[config.mk]
export PLATFORM = sky130hd
export DESIGN_NAME = fixed_partition_placement
export DESIGN_NICKNAME = d
export VERILOG_FILES = /design/src/rtl/fpp_pkg.sv /design/src/rtl/fixed_partition_placement.sv /design/src/rtl/fpp_cell.sv
export SDC_FILE = /design/constraint.sdc
export NUM_CORES = 2
export LEC_CHECK = 0
export BUFFER_PORTS_ARGS = -buffer_cell sky130_fd_sc_hd__buf_2
export CORE_ASPECT_RATIO = 0.8
export CORE_MARGIN = 2
export CORE_UTILIZATION = 50
export CTS_CLUSTER_DIAMETER = 80
export DETAILED_ROUTE_END_ITERATION = 10
export PLACE_DENSITY = 0.71
export SLEW_MARGIN = 20
export SYNTH_ARGS = -nofsm -noshare
export SYNTH_HDL_FRONTEND = slang
export SYNTH_HIERARCHICAL = 1
export SYNTH_SLANG_ARGS = --single-unit
[constraint.sdc]
create_clock -name clk -period 4.05 [get_ports clk]
set_input_delay 0 -clock clk [delete_from_list [all_inputs] [get_ports clk]]
set_output_delay 0 -clock clk [all_outputs]
set_load 0.01 [all_outputs]
[src/rtl/fpp_pkg.sv]
// Package for the fixed-partition placement block.
// Holds the beat structs, the command, policy and register codes, and the
// control and record types that pass between the top level and its cells.
package fpp_pkg;

    localparam int AMOUNT_W  = 16;
    localparam int SLOT_W    = 4;
    localparam int SUM_W     = 20;
    localparam int CMD_W     = 2;
    localparam int POLICY_W  = 2;
    localparam int CFG_W     = 5;
    localparam int CFG_IDX_W = 1;
    // Widest slot number that the supported table depths need.
    localparam int SLOT_ID_W = 8;

    localparam logic [CMD_W-1:0] CMD_LOAD    = 2'd0;
    localparam logic [CMD_W-1:0] CMD_ALLOC   = 2'd1;
    localparam logic [CMD_W-1:0] CMD_RESTART = 2'd2;

    localparam logic [POLICY_W-1:0] POL_FIRST = 2'd0;
    localparam logic [POLICY_W-1:0] POL_BEST  = 2'd1;
    localparam logic [POLICY_W-1:0] POL_WORST = 2'd2;
    localparam logic [POLICY_W-1:0] POL_NEXT  = 2'd3;

    localparam logic [CFG_IDX_W-1:0] REG_POLICY       = 1'b0;
    localparam logic [CFG_IDX_W-1:0] REG_SLOTS_IN_USE = 1'b1;

    localparam logic [CFG_W-1:0] SLOTS_IN_USE_RESET = 5'd16;
    localparam logic [SUM_W-1:0] SUM_MAX            = '1;

    typedef struct packed {
        logic [CMD_W-1:0]    command;
        logic [SLOT_W-1:0]   slot;
        logic [AMOUNT_W-1:0] amount;
    } req_t;

    typedef struct packed {
        logic                placed;
        logic [SLOT_W-1:0]   chosen_slot;
        logic [AMOUNT_W-1:0] granted_size;
        logic [AMOUNT_W-1:0] waste;
        logic [SUM_W-1:0]    total_waste;
    } rsp_t;

    typedef struct packed {
        logic [POLICY_W-1:0]  policy;
        logic [SLOT_ID_W:0]   n;
        logic [SLOT_ID_W-1:0] pos;
        logic [AMOUNT_W-1:0]  amount;
        logic                 load;
        logic                 take;
        logic                 restart;
        logic [SLOT_ID_W-1:0] target;
    } ctl_t;

    typedef struct packed {
        logic                 valid;
        logic                 upper;
        logic [SLOT_ID_W-1:0] slot;
        logic [AMOUNT_W-1:0]  size;
    } rec_t;

endpackage

[src/rtl/fixed_partition_placement.sv]
// Fixed-partition placement block: top level with the command sequencer and
// the chain of partition cells. Depends on fpp_pkg and fpp_cell.
//
// Usage: commands arrive as req beats (valid/ready) and every command yields
// one rsp beat (valid/ready). A load writes one slot's size and frees it, an
// allocate places a request under the policy register, a restart frees every
// slot and clears the waste total and the next-fit pointer. The policy and
// the number of slots in use are to be set by the user through the cfg write
// port while idle; the block itself does not enforce this. An allocate is
// accepted in idle, scans while the candidate record moves one cell along the
// chain each cycle, then responds; load, restart and unknown commands go from
// idle straight to the response state. One command is in work at a time.
// A finished beat waits in the output register while the next command is
// taken and scanned; if the receiver still stalls, the block holds that next
// result back and the table is not changed until the beat can be sent.
// Reset clears every slot to size zero and not free, the waste total and the
// next-fit pointer, and sets the policy to first fit and the slots in use to 16.
module fixed_partition_placement
    import fpp_pkg::*;
#(
    parameter int SLOTS     = 16,
    parameter int SIZE_BITS = 16
)
(
    input  logic                 clk,
    input  logic                 rst_n,
    input  logic                 req_valid,
    output logic                 req_ready,
    input  req_t                 req,
    output logic                 rsp_valid,
    input  logic                 rsp_ready,
    output rsp_t                 rsp,
    input  logic                 cfg_we,
    input  logic [CFG_IDX_W-1:0] cfg_index,
    input  logic [CFG_W-1:0]     cfg_data
);

    localparam int IW     = $clog2(SLOTS);
    localparam int SIZE_W = (SIZE_BITS < AMOUNT_W) ? SIZE_BITS : AMOUNT_W;
    localparam int NW     = SLOT_ID_W + 1;

    typedef enum logic [2:0] {
        ST_IDLE = 3'b001,
        ST_SCAN = 3'b010,
        ST_RESP = 3'b100
    } state_t;

    state_t              state_reg;
    state_t              state_next;
    req_t                cmd_reg;
    req_t                cmd_next;
    logic [IW-1:0]       cnt_reg;
    logic [IW-1:0]       cnt_next;
    logic [IW-1:0]       rover_reg;
    logic [IW-1:0]       rover_next;
    logic [SUM_W-1:0]    sum_reg;
    logic [SUM_W-1:0]    sum_next;
    logic [POLICY_W-1:0] policy_reg;
    logic [CFG_W-1:0]    siu_reg;
    rsp_t                rsp_reg;
    rsp_t                rsp_next;
    logic                rsp_valid_reg;
    logic                rsp_valid_next;

    rec_t                chain [0:SLOTS];
    rec_t                fin;
    ctl_t                ctl;
    logic [NW-1:0]       n;
    logic                fire;
    logic                is_alloc;
    logic [AMOUNT_W-1:0] waste_now;
    logic [SUM_W:0]      sum_add;
    logic [SUM_W-1:0]    sum_placed;

    assign chain[0] = '0;
    assign fin      = chain[SLOTS];

    for (genvar i = 0; i < SLOTS; i++)
    begin : g_cell
        fpp_cell #(
            .INDEX  (i),
            .SIZE_W (SIZE_W)
        ) u_cell (
            .clk     (clk),
            .rst_n   (rst_n),
            .ctl     (ctl),
            .rec_in  (chain[i]),
            .rec_out (chain[i+1])
        );
    end

    always_comb
    begin
        n = (NW'(siu_reg) > NW'(SLOTS)) ? NW'(SLOTS) : NW'(siu_reg);
        fire      = (state_reg == ST_RESP) && (!rsp_valid_reg || rsp_ready);
        is_alloc  = cmd_reg.command == CMD_ALLOC;
        waste_now = fin.size - cmd_reg.amount;
        sum_add   = {1'b0, sum_reg} + (SUM_W + 1)'(waste_now);
        sum_placed = sum_add[SUM_W] ? SUM_MAX : sum_add[SUM_W-1:0];

        ctl.policy  = policy_reg;
        ctl.n       = n;
        ctl.pos     = (NW'(rover_reg) < n) ? SLOT_ID_W'(rover_reg) : '0;
        ctl.amount  = cmd_reg.amount;
        ctl.load    = fire && (cmd_reg.command == CMD_LOAD);
        ctl.take    = fire && is_alloc && fin.valid;
        ctl.restart = fire && (cmd_reg.command == CMD_RESTART);
        ctl.target  = (cmd_reg.command == CMD_LOAD) ? SLOT_ID_W'(cmd_reg.slot) : fin.slot;
    end

    always_comb
    begin
        state_next     = state_reg;
        cmd_next       = cmd_reg;
        cnt_next       = cnt_reg;
        rover_next     = rover_reg;
        sum_next       = sum_reg;
        rsp_next       = rsp_reg;
        rsp_valid_next = rsp_valid_reg;

        if (rsp_valid_reg && rsp_ready)
        begin
            rsp_valid_next = 1'b0;
        end

        case (state_reg)
            ST_IDLE:
            begin
                if (req_valid)
                begin
                    cmd_next        = req;
                    cmd_next.amount = AMOUNT_W'(req.amount[SIZE_W-1:0]);
                    cnt_next        = '0;
                    state_next      = (req.command == CMD_ALLOC) ? ST_SCAN : ST_RESP;
                end
            end
            ST_SCAN:
            begin
                cnt_next = cnt_reg + 1'b1;
                if (cnt_reg == IW'(SLOTS - 1))
                begin
                    state_next = ST_RESP;
                end
            end
            ST_RESP:
            begin
                if (fire)
                begin
                    rsp_next       = '0;
                    rsp_valid_next = 1'b1;
                    state_next     = ST_IDLE;
                    if (ctl.take)
                    begin
                        rsp_next.placed       = 1'b1;
                        rsp_next.chosen_slot  = fin.slot[SLOT_W-1:0];
                        rsp_next.granted_size = fin.size;
                        rsp_next.waste        = waste_now;
                        rover_next            = fin.slot[IW-1:0];
                        sum_next              = sum_placed;
                    end
                    if (ctl.restart)
                    begin
                        rover_next = '0;
                        sum_next   = '0;
                    end
                    rsp_next.total_waste = sum_next;
                end
            end
            default:
            begin
                state_next = ST_IDLE;
            end
        endcase
    end

    always_ff @(posedge clk or negedge rst_n)
    begin
        if (!rst_n)
        begin
            state_reg     <= ST_IDLE;
            cnt_reg       <= '0;
            rover_reg     <= '0;
            sum_reg       <= '0;
            rsp_valid_reg <= 1'b0;
        end
        else
        begin
            state_reg     <= state_next;
            cnt_reg       <= cnt_next;
            rover_reg     <= rover_next;
            sum_reg       <= sum_next;
            rsp_valid_reg <= rsp_valid_next;
        end
    end

    always_ff @(posedge clk)
    begin
        cmd_reg <= cmd_next;
        rsp_reg <= rsp_next;
    end

    always_ff @(posedge clk or negedge rst_n)
    begin
        if (!rst_n)
        begin
            policy_reg <= POL_FIRST;
            siu_reg    <= SLOTS_IN_USE_RESET;
        end
        else if (cfg_we)
        begin
            case (cfg_index)
                REG_POLICY:       policy_reg <= cfg_data[POLICY_W-1:0];
                REG_SLOTS_IN_USE: siu_reg    <= cfg_data;
                default:          policy_reg <= policy_reg;
            endcase
        end
    end

    assign req_ready = state_reg == ST_IDLE;
    assign rsp_valid = rsp_valid_reg;
    assign rsp       = rsp_reg;

    a_scan_ends: assert property (@(posedge clk) disable iff (!rst_n)
        (state_reg == ST_SCAN && cnt_reg == IW'(SLOTS - 1)) |=> state_reg == ST_RESP)
        else $error("scan did not end after the last cell");

    a_grant_fits: assert property (@(posedge clk) disable iff (!rst_n)
        ctl.take |-> (fin.size >= cmd_reg.amount && NW'(fin.slot) < n))
        else $error("granted partition does not fit the request");

    a_one_in_work: assert property (@(posedge clk) disable iff (!rst_n)
        (req_valid && req_ready) |=> !req_ready)
        else $error("a second command was taken while one is in work");

    a_restart_clears: assert property (@(posedge clk) disable iff (!rst_n)
        ctl.restart |=> (rsp_valid_reg && !rsp_reg.placed && rsp_reg.total_waste == '0
                         && rover_reg == '0))
        else $error("restart did not clear the waste total");

endmodule

[src/rtl/fpp_cell.sv]
// One partition cell: holds one slot's size and free mark and passes the
// running placement candidate on to its neighbour every cycle.
// Depends on fpp_pkg.
module fpp_cell
    import fpp_pkg::*;
#(
    parameter int INDEX  = 0,
    parameter int SIZE_W = 16
)
(
    input  logic clk,
    input  logic rst_n,
    input  ctl_t ctl,
    input  rec_t rec_in,
    output rec_t rec_out
);

    logic [SIZE_W-1:0]   size_reg;
    logic [SIZE_W-1:0]   size_next;
    logic                free_reg;
    logic                free_next;
    rec_t                rec_reg;
    rec_t                rec_next;
    logic [AMOUNT_W-1:0] size_ext;
    logic                fits;
    logic                upper;
    logic                better;
    logic                take_here;
    logic                hit;

    always_comb
    begin
        size_ext  = AMOUNT_W'(size_reg);
        upper     = SLOT_ID_W'(INDEX) >= ctl.pos;
        fits      = ((SLOT_ID_W + 1)'(INDEX) < ctl.n) && free_reg && (size_ext >= ctl.amount);
        case (ctl.policy)
            POL_BEST:  better = size_ext < rec_in.size;
            POL_WORST: better = size_ext > rec_in.size;
            POL_NEXT:  better = upper && !rec_in.upper;
            default:   better = 1'b0;
        endcase
        take_here = fits && (!rec_in.valid || better);
        rec_next  = rec_in;
        if (take_here)
        begin
            rec_next.valid = 1'b1;
            rec_next.upper = upper;
            rec_next.slot  = SLOT_ID_W'(INDEX);
            rec_next.size  = size_ext;
        end
    end

    always_comb
    begin
        hit       = ctl.target == SLOT_ID_W'(INDEX);
        size_next = size_reg;
        free_next = free_reg;
        if (ctl.restart)
        begin
            free_next = 1'b1;
        end
        if (ctl.load && hit)
        begin
            size_next = ctl.amount[SIZE_W-1:0];
            free_next = 1'b1;
        end
        if (ctl.take && hit)
        begin
            free_next = 1'b0;
        end
    end

    always_ff @(posedge clk or negedge rst_n)
    begin
        if (!rst_n)
        begin
            size_reg <= '0;
            free_reg <= 1'b0;
            rec_reg  <= '0;
        end
        else
        begin
            size_reg <= size_next;
            free_reg <= free_next;
            rec_reg  <= rec_next;
        end
    end

    assign rec_out = rec_reg;

    a_take_only_free: assert property (@(posedge clk) disable iff (!rst_n)
        (ctl.take && hit) |-> free_reg)
        else $error("a partition that is not free was taken");

endmodule
==> results_dict.tcl <==
set metrics [dict create \
    initial_core_util 0.502 \
    die_h_um 274 \
    max_clock_freq_mhz 252 \
    drc 0 \
    worstSetupEndpointType "register" \
    vdd_drop_max_uv 323 \
    vias 32700 \
    comb_power_share 0.304 \
    arrival_ns 4.36 \
    power.leakage_nw 26.1 \
    rr_worst_depth 15 \
    dieWidth_um 342 \
    drive_gt1_frac 0.156 \
    ys_warn_count 6 \
    finalPower_w 0.0259 \
    maxCapViolCount 0 \
    worstSetupStartpointType "register" \
    relSlewSlack 0.335 \
    finClkSkew_ns 0.0228 \
    drtIter0Drc 2506 \
    num_io_pins 92 \
    syn_avg_cell_area_um2 10.6 \
    crit_required_ns 4.43 \
    place_area_mm2 0.0488 \
    status "completed" \
    dieArea_mm2 0.0938 \
    numCtsBuffers 81 \
    period_share 0.981 \
    antenna_found_initial 6 \
    ant_nets 0 \
    worstSetupPathType "register to register" \
    p_clk_frac 0.295 \
    worstReg2RegStart "cmd_reg[6]$_DFFE_PP_" \
    grt_pass1_vias 32100 \
    synthCells 4305 \
    h-tree-depth 3 \
    wl_per_cell_um 19.4 \
    hold_class "input port to async pin" \
    place_hpwl_um 83200 \
    r2r_setup_slack_ns 0.08 \
    clkSinkCount 805 \
    finalSetupViolCount 0 \
    hold_viol 0 \
    finalCriticalPeriod_ns 3.97 \
    grt_first_pass_wirelength_um 182000 \
    largest_reg_flops 415 \
    nets 5293 \
    insertion_delay_ns 0.64 \
    grt_max_degree 111 \
    slew_violations 0 \
    p_switching_w 0.00883 \
    synthesis.area_mm2 0.0457 \
    clockBufferDepth 3 \
    power.internal_w 0.0171 \
    grt_overflow_total 0 \
    core-area_mm2 0.0909 \
    cts_root_buf "clkbuf_16" \
    gp_congestion 0.915 \
    swShare 0.340 \
    io_buffers 91 \
    path_clk_slew_ns 0.06 \
    gr-usage-all-layers 0.250 \
    via_per_inst 5.45 \
    whs_ns 0.0368 \
    tightest_slew_ns 0.995 \
    p_per_area_mw_per_mm2 499 \
    cts_tree "built" \
    rows 99 \
    syn2layout_area_growth_pct 13.7 \
    final_core_utilization 0.571 \
    mostFrequentLayoutCells "723 x dfrtp_1, 554 x inv_1, 547 x ha_1" \
    finalInstanceArea_mm2 0.0520 \
    drtPass1Iterations 6 \
    layout_commonest_cell "dfrtp_1" \
    crit_fanout 5 \
    p_seq_frac 0.401 \
    rr_endpoint "rsp[16]$_DFFE_PP_" \
    wirelength_um 116000 \
]
worst max-delay path by stage:
stage,start,endpoint,slack (ns),cells past startpoint
2_1_floorplan,cmd_reg[0]$_DFFE_PP_,rsp[13]$_DFFE_PP_,-0.02,17
3_3_place_gp,cmd_reg[1]$_DFFE_PP_,rsp[6]$_DFFE_PP_,0.15,16
3_5_place_dp,g_cell[15].u_cell/rec_out[0]$_DFF_PN0_,rsp[13]$_DFFE_PP_,0.03,16
4_1_cts,cmd_reg[4]$_DFFE_PP_,rsp[2]$_DFFE_PP_,0.02,16
5_1_grt,cmd_reg[6]$_DFFE_PP_,rsp[16]$_DFFE_PP_,-0.06,17
6_report,cmd_reg[6]$_DFFE_PP_,rsp[16]$_DFFE_PP_,0.08,15
power by group through the flow:
stage / combinational, W / sequential, W / clock [W]
2_1_floorplan: 0.00518 / 0.0102 / 0
3_3_place_gp: 0.00721 / 0.0105 / 0
3_5_place_dp: 0.00743 / 0.0105 / 0
4_1_cts: 0.00756 / 0.0104 / 0.00778
5_1_grt: 0.00872 / 0.0105 / 0.00810
6_report: 0.00788 / 0.0104 / 0.00765
timing repair:
item / CTS / global route
resized for setup: 1 / 18
hold endpoints to repair: 127 / 0
hold buffers: 33 / 0
endpoints found under the setup margin: 2 / 52
setup buffers: 0 / 10
pin swaps: 0 / 11
critical path, cell delays in order (launching register included):
cell and delay [ns]:
edfxtp_1 0.42, inv_1 0.09, ha_1 0.24, a2111oi_1 0.47, nand3_2 0.19, a21oi_4 0.22, o21ai_0 0.18, xor2_1 0.30
ha_1 0.28, a21o_1 0.24, a31oi_4 0.27, nand2b_2 0.13, o21ai_4 0.24, buf_4 0.15, mux2i_1 0.23, nor2_1 0.06
per-stage QoR:
step           instances  setup slack [ns]  setup TNS, ns
2_1_floorplan       4478           -0.0173         -0.244
3_3_place_gp        5792             0.153              0
3_5_place_dp        5794            0.0281              0
4_1_cts             5975            0.0242              0
5_1_grt             5987           -0.0569         -0.123
6_report            5988            0.0769              0
layer usage:
metal / wire length (µm) / GRT usage / vias up
li1: - / - / 15700
met1: 54100 / 0.368 / 15900
met2: 51100 / 0.383 / 892
met3: 7300 / 0.0349 / 208
met4: 3510 / 0.0774 / 0
met5: 0 / 0 / -
final cells by class:
| cell class | count | area [µm²] |
|---|---|---|
| Antenna cell | 2 | 5.00 |
| Inverter | 557 | 2090 |
| Sequential cell | 805 | 20500 |
| Clock buffer | 117 | 2370 |
| Clock inverter | 31 | 314 |
| Timing Repair Buffer | 246 | 1940 |
| Fill cell | 7665 | 39000 |
| Multi-Input combinational cell | 3018 | 23200 |
| Tap cell | 1212 | 1520 |
(Power assumes the default switching activity.)
